`src/hw/rtl/rstep_pkg.sv`:
```
// Shared types and constants for the instruction step core.
// Holds opcode and funct codes, syscall service codes, event codes and the
// structs passed between the register file, execute logic and top level.
package rstep_pkg;

    localparam int NUM_REGS = 32;
    localparam int XLEN     = 32;
    localparam int REG_AW   = 5;

    typedef logic [XLEN-1:0]   t_word;
    typedef logic [REG_AW-1:0] t_reg_addr;

    // Primary opcodes.
    localparam logic [5:0] OP_RTYPE    = 6'd0;
    localparam logic [5:0] OP_BEQ      = 6'd4;
    localparam logic [5:0] OP_BNE      = 6'd5;
    localparam logic [5:0] OP_ADDI     = 6'd8;
    localparam logic [5:0] OP_SLTI     = 6'd10;
    localparam logic [5:0] OP_ANDI     = 6'd12;
    localparam logic [5:0] OP_ORI      = 6'd13;
    localparam logic [5:0] OP_LUI      = 6'd15;
    localparam logic [5:0] OP_SPECIAL2 = 6'd28;

    // Funct codes.
    localparam logic [5:0] FN_ADD     = 6'h20;
    localparam logic [5:0] FN_SUB     = 6'h22;
    localparam logic [5:0] FN_AND     = 6'h24;
    localparam logic [5:0] FN_OR      = 6'h25;
    localparam logic [5:0] FN_SLT     = 6'h2A;
    localparam logic [5:0] FN_SYSCALL = 6'h0C;
    localparam logic [5:0] FN_MUL     = 6'h02;

    // Syscall service codes found in $v0.
    localparam t_word SYS_PRINT_INT  = 32'd1;
    localparam t_word SYS_EXIT       = 32'd10;
    localparam t_word SYS_PRINT_CHAR = 32'd11;

    localparam t_reg_addr REG_V0 = 5'd2;
    localparam t_reg_addr REG_A0 = 5'd4;

    typedef enum logic [2:0] {
        EV_NONE        = 3'd0,
        EV_PRINT_INT   = 3'd1,
        EV_PRINT_CHAR  = 3'd2,
        EV_BAD_SYSCALL = 3'd3,
        EV_INVALID     = 3'd4
    } t_event;

    typedef struct packed {
        t_word a;
        t_word b;
        t_word v0;
        t_word a0;
    } t_reg_reads;

    typedef struct packed {
        logic      wr_en;
        t_reg_addr addr;
        t_word     data;
    } t_reg_write;

    typedef struct packed {
        t_reg_write wb;
        t_event     kind;
        t_word      value;
        logic       halt;
    } t_exec_result;

endpackage

```
`src/hw/rtl/rstep_in_stage.sv`:
```
// Input register stage of the instruction step core.
// Captures the instruction word and pre-reduces the branch offset modulo the
// program depth with a reciprocal multiply. Depends on rstep_pkg.
module rstep_in_stage #(
    parameter int PROG_DEPTH = 1024,
    parameter int OFF_W      = 17
) (
    input  logic                   i_clk,
    input  logic                   i_rst_n,
    input  logic                   i_load,
    input  logic                   i_advance,
    input  rstep_pkg::t_word       i_instr_word,
    output logic                   o_full,
    output rstep_pkg::t_word       o_instr,
    output logic [OFF_W-1:0]       o_biased,
    output logic [OFF_W-1:0]       o_quot
);

    localparam int DEPTH_LOG = $clog2(PROG_DEPTH);
    localparam int RED_SHIFT = OFF_W + DEPTH_LOG;
    localparam int RECIP_W   = OFF_W + 2;
    localparam int PROD_W    = OFF_W + RECIP_W;
    localparam logic [63:0] RECIP =
        ((64'd1 << RED_SHIFT) + 64'(PROG_DEPTH) - 64'd1) / 64'(PROG_DEPTH);
    // Smallest multiple of the depth that lifts any 16-bit signed offset to zero or above.
    localparam int OFF_BIAS = PROG_DEPTH * ((32768 + PROG_DEPTH - 1) / PROG_DEPTH);

    logic                   r_full;
    logic                   n_full;
    rstep_pkg::t_word       r_instr;
    logic [OFF_W-1:0]       r_biased;
    logic [OFF_W-1:0]       r_quot;
    logic [OFF_W-1:0]       w_biased;
    logic [PROD_W-1:0]      w_prod;
    logic [OFF_W-1:0]       w_quot;

    // The biased offset always fits OFF_W bits, so the wrap of the add is harmless.
    assign w_biased = OFF_W'(OFF_BIAS)
                    + {{(OFF_W-16){i_instr_word[15]}}, i_instr_word[15:0]};
    assign w_prod   = PROD_W'(w_biased) * PROD_W'(RECIP[RECIP_W-1:0]);
    assign w_quot   = OFF_W'(w_prod >> RED_SHIFT);

    always_comb begin
        n_full = r_full;
        if (i_load) begin
            n_full = 1'b1;
        end else if (i_advance) begin
            n_full = 1'b0;
        end
    end

    always_ff @(posedge i_clk) begin
        if (!i_rst_n) begin
            r_full <= 1'b0;
        end else begin
            r_full <= n_full;
        end
    end

    always_ff @(posedge i_clk) begin
        if (i_load) begin
            r_instr  <= i_instr_word;
            r_biased <= w_biased;
            r_quot   <= w_quot;
        end
    end

    assign o_full   = r_full;
    assign o_instr  = r_instr;
    assign o_biased = r_biased;
    assign o_quot   = r_quot;

endmodule

```
`src/hw/rtl/rstep_regfile.sv`:
```
// Architectural register file of the instruction step core: 32 x 32 bits.
// Two read ports chosen by the instruction, fixed reads of $v0 and $a0,
// one write port. Register 0 is never written. Depends on rstep_pkg.
module rstep_regfile (
    input  logic                  i_clk,
    input  logic                  i_rst_n,
    input  rstep_pkg::t_reg_addr  i_rd_addr_a,
    input  rstep_pkg::t_reg_addr  i_rd_addr_b,
    input  rstep_pkg::t_reg_write i_wr,
    output rstep_pkg::t_reg_reads o_rd
);

    rstep_pkg::t_word r_regs [rstep_pkg::NUM_REGS];

    always_ff @(posedge i_clk) begin
        if (!i_rst_n) begin
            for (int i = 0; i < rstep_pkg::NUM_REGS; i++) begin
                r_regs[i] <= '0;
            end
        end else if (i_wr.wr_en && (i_wr.addr != '0)) begin
            r_regs[i_wr.addr] <= i_wr.data;
        end
    end

    assign o_rd.a  = r_regs[i_rd_addr_a];
    assign o_rd.b  = r_regs[i_rd_addr_b];
    assign o_rd.v0 = r_regs[rstep_pkg::REG_V0];
    assign o_rd.a0 = r_regs[rstep_pkg::REG_A0];

endmodule

```
`src/hw/rtl/rstep_exec.sv`:
```
// Execute logic of the instruction step core: decode, ALU, branch target,
// syscall handling and next program index, all combinational.
// Depends on rstep_pkg.
module rstep_exec #(
    parameter int PROG_DEPTH = 1024,
    parameter int OFF_W      = 17,
    parameter int IW         = 10
) (
    input  rstep_pkg::t_word       i_instr,
    input  logic [OFF_W-1:0]       i_biased,
    input  logic [OFF_W-1:0]       i_quot,
    input  logic [IW-1:0]          i_pc,
    input  logic                   i_halted,
    input  rstep_pkg::t_reg_reads  i_rd,
    output rstep_pkg::t_exec_result o_res,
    output logic [IW-1:0]          o_next_pc
);

    logic [5:0]            w_op;
    logic [5:0]            w_fn;
    rstep_pkg::t_reg_addr  w_rt;
    rstep_pkg::t_reg_addr  w_rd;
    logic [15:0]           w_imm;
    rstep_pkg::t_word      w_simm;
    rstep_pkg::t_word      w_zimm;
    logic [OFF_W-1:0]      w_rem;
    logic [IW-1:0]         w_off;
    logic [IW:0]           w_sum;
    logic [IW-1:0]         w_target;
    logic [IW-1:0]         w_inc;
    logic                  w_run;
    logic                  w_legal;
    logic                  w_wr_req;
    logic                  w_taken;
    logic                  w_sys;
    rstep_pkg::t_reg_addr  w_wr_addr;
    rstep_pkg::t_word      w_wr_data;

    assign w_op   = i_instr[31:26];
    assign w_rt   = i_instr[20:16];
    assign w_rd   = i_instr[15:11];
    assign w_fn   = i_instr[5:0];
    assign w_imm  = i_instr[15:0];
    assign w_simm = {{16{w_imm[15]}}, w_imm};
    assign w_zimm = {16'h0000, w_imm};
    assign w_run  = !i_halted;

    // Finish the offset reduction: remainder of the biased offset by the depth.
    assign w_rem    = i_biased - OFF_W'(i_quot * OFF_W'(PROG_DEPTH));
    assign w_off    = IW'(w_rem);
    assign w_sum    = {1'b0, i_pc} + {1'b0, w_off};
    assign w_target = (w_sum >= (IW+1)'(PROG_DEPTH))
                    ? IW'(w_sum - (IW+1)'(PROG_DEPTH)) : IW'(w_sum);
    assign w_inc    = (i_pc == IW'(PROG_DEPTH - 1)) ? '0 : i_pc + 1'b1;

    always_comb begin
        w_legal   = 1'b1;
        w_wr_req  = 1'b0;
        w_taken   = 1'b0;
        w_sys     = 1'b0;
        w_wr_addr = w_rd;
        w_wr_data = '0;
        case (w_op)
            rstep_pkg::OP_RTYPE: begin
                case (w_fn)
                    rstep_pkg::FN_ADD: begin
                        w_wr_req  = 1'b1;
                        w_wr_data = i_rd.a + i_rd.b;
                    end
                    rstep_pkg::FN_SUB: begin
                        w_wr_req  = 1'b1;
                        w_wr_data = i_rd.a - i_rd.b;
                    end
                    rstep_pkg::FN_AND: begin
                        w_wr_req  = 1'b1;
                        w_wr_data = i_rd.a & i_rd.b;
                    end
                    rstep_pkg::FN_OR: begin
                        w_wr_req  = 1'b1;
                        w_wr_data = i_rd.a | i_rd.b;
                    end
                    rstep_pkg::FN_SLT: begin
                        w_wr_req  = 1'b1;
                        w_wr_data = {31'b0, $signed(i_rd.a) < $signed(i_rd.b)};
                    end
                    rstep_pkg::FN_SYSCALL: begin
                        w_sys = 1'b1;
                    end
                    default: begin
                        w_legal = 1'b0;
                    end
                endcase
            end
            rstep_pkg::OP_SPECIAL2: begin
                if (w_fn == rstep_pkg::FN_MUL) begin
                    w_wr_req  = 1'b1;
                    w_wr_data = i_rd.a * i_rd.b;
                end else begin
                    w_legal = 1'b0;
                end
            end
            rstep_pkg::OP_BEQ: begin
                w_taken = (i_rd.a == i_rd.b);
            end
            rstep_pkg::OP_BNE: begin
                w_taken = (i_rd.a != i_rd.b);
            end
            rstep_pkg::OP_ADDI: begin
                w_wr_req  = 1'b1;
                w_wr_addr = w_rt;
                w_wr_data = i_rd.a + w_simm;
            end
            rstep_pkg::OP_SLTI: begin
                w_wr_req  = 1'b1;
                w_wr_addr = w_rt;
                w_wr_data = {31'b0, $signed(i_rd.a) < $signed(w_simm)};
            end
            rstep_pkg::OP_ANDI: begin
                w_wr_req  = 1'b1;
                w_wr_addr = w_rt;
                w_wr_data = i_rd.a & w_zimm;
            end
            rstep_pkg::OP_ORI: begin
                w_wr_req  = 1'b1;
                w_wr_addr = w_rt;
                w_wr_data = i_rd.a | w_zimm;
            end
            rstep_pkg::OP_LUI: begin
                w_wr_req  = 1'b1;
                w_wr_addr = w_rt;
                w_wr_data = {w_imm, 16'h0000};
            end
            default: begin
                w_legal = 1'b0;
            end
        endcase
    end

    always_comb begin
        o_res.wb.wr_en = w_legal && w_run && w_wr_req;
        o_res.wb.addr  = w_wr_addr;
        o_res.wb.data  = w_wr_data;
        o_res.kind     = rstep_pkg::EV_NONE;
        o_res.value    = '0;
        o_res.halt     = i_halted;
        if (!w_legal) begin
            o_res.kind = rstep_pkg::EV_INVALID;
        end else if (w_sys && w_run) begin
            if (i_rd.v0 == rstep_pkg::SYS_PRINT_INT) begin
                o_res.kind  = rstep_pkg::EV_PRINT_INT;
                o_res.value = i_rd.a0;
            end else if (i_rd.v0 == rstep_pkg::SYS_EXIT) begin
                o_res.halt = 1'b1;
            end else if (i_rd.v0 == rstep_pkg::SYS_PRINT_CHAR) begin
                o_res.kind  = rstep_pkg::EV_PRINT_CHAR;
                o_res.value = {24'h000000, i_rd.a0[7:0]};
            end else begin
                o_res.kind  = rstep_pkg::EV_BAD_SYSCALL;
                o_res.value = i_rd.v0;
                o_res.halt  = 1'b1;
            end
        end

        // An invalid word keeps the index on itself.
        if (!w_legal) begin
            o_next_pc = i_pc;
        end else if (w_run && w_taken) begin
            o_next_pc = w_target;
        end else begin
            o_next_pc = w_inc;
        end
    end

endmodule

```
`src/hw/rtl/risc_instruction_step_core.sv`:
```
// Flow: an input transfer is captured in the input register; then register read, execute
// and writeback go into the output register.
// Throughput: one instruction per cycle while the output is not stalled; the register
// file is read and written in the same execute cycle, so each instruction sees the
// previous one's result. Reset (synchronous, active low) clears all registers, the
// program index and the halt flag and empties both stages; no clearing pass is needed.
module risc_instruction_step_core #(
    parameter int PROG_DEPTH = 1024
) (
    input  logic               i_clk,
    input  logic               i_rst_n,
    input  logic               i_valid,
    output logic               o_stall,
    input  logic [31:0]        i_instr_word,
    output logic               o_valid,
    input  logic               i_stall,
    output logic [9:0]         o_next_index,
    output logic [2:0]         o_event_kind,
    output logic signed [31:0] o_event_value,
    output logic               o_is_halted
);

    localparam int IW    = $clog2(PROG_DEPTH);
    localparam int OFF_W = 17;

    logic                      w_in_full;
    logic                      w_load;
    logic                      w_advance;
    logic                      w_out_free;
    rstep_pkg::t_word          w_instr;
    logic [OFF_W-1:0]          w_biased;
    logic [OFF_W-1:0]          w_quot;
    rstep_pkg::t_reg_reads     w_rd;
    rstep_pkg::t_reg_write     w_wr;
    rstep_pkg::t_exec_result   w_res;
    logic [IW-1:0]             w_next_pc;
    logic [31:0]               w_next_ext;

    logic                      r_halt;
    logic                      n_halt;
    logic [IW-1:0]             r_pc;
    logic [IW-1:0]             n_pc;
    logic                      r_out_valid;
    logic                      n_out_valid;
    logic [9:0]                r_out_index;
    rstep_pkg::t_event         r_out_kind;
    rstep_pkg::t_word          r_out_value;
    logic                      r_out_halt;

    // The output register frees up when it is empty or its result transfers now.
    assign w_out_free = !r_out_valid || !i_stall;
    assign w_advance  = w_in_full && w_out_free;
    assign o_stall    = w_in_full && !w_out_free;
    assign w_load     = i_valid && !o_stall;

    rstep_in_stage #(
        .PROG_DEPTH (PROG_DEPTH),
        .OFF_W      (OFF_W)
    ) u_in_stage (
        .i_clk        (i_clk),
        .i_rst_n      (i_rst_n),
        .i_load       (w_load),
        .i_advance    (w_advance),
        .i_instr_word (i_instr_word),
        .o_full       (w_in_full),
        .o_instr      (w_instr),
        .o_biased     (w_biased),
        .o_quot       (w_quot)
    );

    rstep_regfile u_regfile (
        .i_clk       (i_clk),
        .i_rst_n     (i_rst_n),
        .i_rd_addr_a (w_instr[25:21]),
        .i_rd_addr_b (w_instr[20:16]),
        .i_wr        (w_wr),
        .o_rd        (w_rd)
    );

    rstep_exec #(
        .PROG_DEPTH (PROG_DEPTH),
        .OFF_W      (OFF_W),
        .IW         (IW)
    ) u_exec (
        .i_instr   (w_instr),
        .i_biased  (w_biased),
        .i_quot    (w_quot),
        .i_pc      (r_pc),
        .i_halted  (r_halt),
        .i_rd      (w_rd),
        .o_res     (w_res),
        .o_next_pc (w_next_pc)
    );

    always_comb begin
        w_wr       = w_res.wb;
        w_wr.wr_en = w_res.wb.wr_en && w_advance;
    end

    assign w_next_ext = 32'(w_next_pc);

    always_comb begin
        n_halt      = r_halt;
        n_pc        = r_pc;
        n_out_valid = r_out_valid;
        if (w_advance) begin
            n_halt      = w_res.halt;
            n_pc        = w_next_pc;
            n_out_valid = 1'b1;
        end else if (!i_stall) begin
            n_out_valid = 1'b0;
        end
    end

    always_ff @(posedge i_clk) begin
        if (!i_rst_n) begin
            r_halt      <= 1'b0;
            r_pc        <= '0;
            r_out_valid <= 1'b0;
        end else begin
            r_halt      <= n_halt;
            r_pc        <= n_pc;
            r_out_valid <= n_out_valid;
        end
    end

    always_ff @(posedge i_clk) begin
        if (w_advance) begin
            r_out_index <= w_next_ext[9:0];
            r_out_kind  <= w_res.kind;
            r_out_value <= w_res.value;
            r_out_halt  <= w_res.halt;
        end
    end

    assign o_valid       = r_out_valid;
    assign o_next_index  = r_out_index;
    assign o_event_kind  = r_out_kind;
    assign o_event_value = $signed(r_out_value);
    assign o_is_halted   = r_out_halt;

`ifndef NO_ASSERTIONS
    // Once halted, only reset clears the flag.
    a_halt_sticky: assert property (@(posedge i_clk) disable iff (!i_rst_n)
        r_halt |=> r_halt)
        else $error("halt flag cleared without reset");

    // A halted core raises no syscall event.
    a_halted_quiet: assert property (@(posedge i_clk) disable iff (!i_rst_n)
        (w_advance && r_halt) |=>
        (o_event_kind == 3'(rstep_pkg::EV_NONE) ||
         o_event_kind == 3'(rstep_pkg::EV_INVALID)))
        else $error("event reported while halted");

    // An invalid word leaves the program index and the register state alone.
    a_invalid_holds: assert property (@(posedge i_clk) disable iff (!i_rst_n)
        (w_advance && w_res.kind == rstep_pkg::EV_INVALID) |->
        (!w_wr.wr_en && w_next_pc == r_pc && w_res.value == '0))
        else $error("invalid word changed state");

    // The stage that executes must be full whenever the register file is written.
    a_write_needs_item: assert property (@(posedge i_clk) disable iff (!i_rst_n)
        w_wr.wr_en |-> (w_in_full && w_out_free))
        else $error("register write without an executing instruction");
`endif

endmodule
```
`config.mk`:
```
export PLATFORM = sky130hd
export DESIGN_NAME = risc_instruction_step_core
export DESIGN_NICKNAME = d
export VERILOG_FILES = /design/src/hw/rtl/rstep_pkg.sv /design/src/hw/rtl/rstep_in_stage.sv /design/src/hw/rtl/rstep_regfile.sv /design/src/hw/rtl/rstep_exec.sv /design/src/hw/rtl/risc_instruction_step_core.sv
export SDC_FILE = /design/constraint.sdc
export NUM_CORES = 2
export LEC_CHECK = 0
export BUFFER_PORTS_ARGS = -buffer_cell sky130_fd_sc_hd__buf_2
export CORE_MARGIN = 2
export CORE_UTILIZATION = 45
export DETAILED_ROUTE_END_ITERATION = 10
export GPL_ROUTABILITY_DRIVEN = 0
export PLACE_DENSITY = 0.6
export SYNTH_ARGS = -nofsm -noshare
export SYNTH_HDL_FRONTEND = slang
export SYNTH_HIERARCHICAL = 1
export SYNTH_SLANG_ARGS = --single-unit
```
`constraint.sdc`:
```
create_clock -name i_clk -period 19.2 [get_ports i_clk]
set_input_delay 0.96 -clock i_clk [delete_from_list [all_inputs] [get_ports i_clk]]
set_output_delay 0.96 -clock i_clk [all_outputs]
set_load 0.02 [all_outputs]
```
==> flow_metrics.py <==
metrics = {
    "run_status": {
        "status": "complete, no violations",
    },
    "die": {
        "die_x_microns": 432.6,
        "initial_utilization_pct": 45.24,
        "io_pins": 84,
        "placementRows": 157,
        "die_y_microns": 432.6,
        "dieArea_sq_um": 187100,
        "coreArea_sq_um": 182700,
    },
    "setup_path": {
        "slowest_stage": "buf_4",
        "critical_path_class": "register to register",
        "start_kind": "register",
        "max_stage_delay_ns": 0.91,
        "required_ns": 19.70,
        "r2r_slack_ns": 6.25,
        "cp-end-kind": "register",
        "worst-path-max-fanout": 137,
        "crit_top_cell": "fa_1",
        "arrival_ns": 13.45,
    },
    "route": {
        "ant_nets": 0,
        "vias": 63160,
        "wl_per_cell_microns": 30.42,
        "drt_wl_total_microns": 309000,
        "first_pass_iters": 8,
        "drc": 0,
        "routed_via_density": 6.218,
        "drt-initial-drc-count": 7644,
    },
    "finish": {
        "finalInstanceArea_sq_um": 89420,
        "drive_above_1_share_pct": 7.560,
        "synthToLayoutAreaGrowth_pct": 8.198,
        "fin_nets": 8426,
        "nFillCells": 16470,
    },
    "timing": {
        "fin_skew_ns": 0.05512,
        "max-slew-margin-rel_pct": 9.814,
        "tns_ns": 0,
        "hold_viol": 0,
        "rsz0062_at_grt": "no",
        "setup_viol": 0,
        "finalCriticalPeriod_ns": 12.95,
        "fmax_mhz": 77.22,
        "drv_slew": 0,
        "fin_crit_sh_pct": 67.44,
        "tightest_slew_ns": 1.353,
    },
    "logic_synthesis": {
        "syn_area_sq_um": 82640,
        "yosys_warnings": 6,
        "synth_cells": 7847,
        "synth_area_per_cell_sq_um": 10.53,
    },
    "cts": {
        "ctsResizeCount": 0,
        "hold_buffers": 0,
        "clk_pin_slew_ns": 0.06,
        "clk_latency_ns": 0.79,
        "cts_tree": "done",
        "numCtsBuffers": 116,
        "cts_sinks": 1115,
        "cts-root-buf": "clkbuf_16",
        "cts_max_level": 3,
        "post-cts-setup-buffers": 0,
        "clock_path_buffers": 3,
    },
    "global_route": {
        "grtUsageTotal_pct": 32.52,
        "overflow": 0,
        "grt_max_degree": 138,
        "grt_pass1_vias": 62870,
        "grt_pass1_wl_microns": 441800,
        "antenna_found_initial": 10,
    },
    "placed_design": {
        "dp.final_hpwl_microns": 205500,
        "dpl-instance-area_sq_um": 85680,
        "io_buffer_count": 83,
    },
    "hold_path": {
        "hp-class": "input port to register",
    },
    "flow_run": {
        "cap_viol_max_count": 0,
    },
}
## per-stage QoR
step | std cells | setup WS [ns] | hold slack (ns) | util [%]
after floorplan | 7878 | 10.30 | 0.4617 | -
after global placement | 9936 | 6.955 | 0.4905 | 46.90
after detailed placement | 9936 | 6.774 | 0.5039 | 46.90
after CTS | 10150 | 6.716 | 0.3235 | 48.93
after global routing | 10150 | 5.924 | 0.3486 | 48.94
final | 10160 | 6.251 | 0.3638 | 48.95
## routing by layer
layer  part of all wire, %  global-route usage (%)  vias up
met5                0.0042                       0        -
li1                      -                       -    26970
met4                   7.1                   20.12        2
met3                   9.0                   5.747      926
met2                    45                   51.55     3507
met1                    39                   41.37    31760
## final cells by class
class | instances | area (sq um) | area share, %
Multi-Input combinational cell | 5626 | 45340 | 50.71
Clock inverter | 62 | 653.1 | 0.7304
Inverter | 531 | 1993 | 2.229
Timing Repair Buffer | 280 | 2009 | 2.247
Sequential cell | 1115 | 33350 | 37.30
Clock buffer | 151 | 3065 | 3.428
Antenna cell | 7 | 17.52 | 0.01959
Tap cell | 2385 | 2984 | 3.337
## sequential cells by signal, summed over array words and instances (netlist names)
| signal | cells |
|---|---|
| o_valid | 1 |
| u_regfile/r_regs | 1024 |
| o_event_value | 32 |
| r_halt | 1 |
| o_next_index | 10 |
| o_is_halted | 1 |
| o_event_kind | 3 |
| u_in_stage/o_full | 1 |
| u_in_stage/o_instr | 32 |
| r_pc | 10 |
## layout by cell type, fill, tap and decap left out, types with 80 or more instances in the layout
master and instances:
buf_2 82, nor3_1 93, a31oi_1 80, nand2_1 524, and2_1 999, fa_1 412, o21ai_0 100, nor2_1 466
xnor2_1 119, ha_1 308, mux2i_1 1039, clkbuf_16 117, a21oi_1 394, edfxtp_1 1102, a22oi_1 200, inv_1 512
nand3_1 228, buf_4 188, a22o_1 132
## path summary, 6_finish.rpt
path                                    startpoint                                     end  cells after the start
setup reg to reg  u_in_stage/o_instr[17]$_DFFE_PP_  u_regfile/r_regs[19][30]$_SDFFCE_PN0P_                     31
setup / recovery  u_in_stage/o_instr[17]$_DFFE_PP_  u_regfile/r_regs[19][30]$_SDFFCE_PN0P_                     31
hold / removal                    i_instr_word[12]        u_in_stage/o_instr[12]$_DFFE_PP_                      1
hold reg to reg                r_halt$_SDFFE_PN0P_                     r_halt$_SDFFE_PN0P_                      2
## worst max-delay path, delay by kind of cell, from the launching register on
family	cells	cell delay, ns
compound gates	11	3.40
fa+ha+maj	9	3.99
buf+inv	6	2.61
flops	1	0.40
mux	1	0.29
simple gates	4	1.49
Power is not shown: default switching activity piles up to over one toggle a cycle in this logic, so the estimate is an artifact.
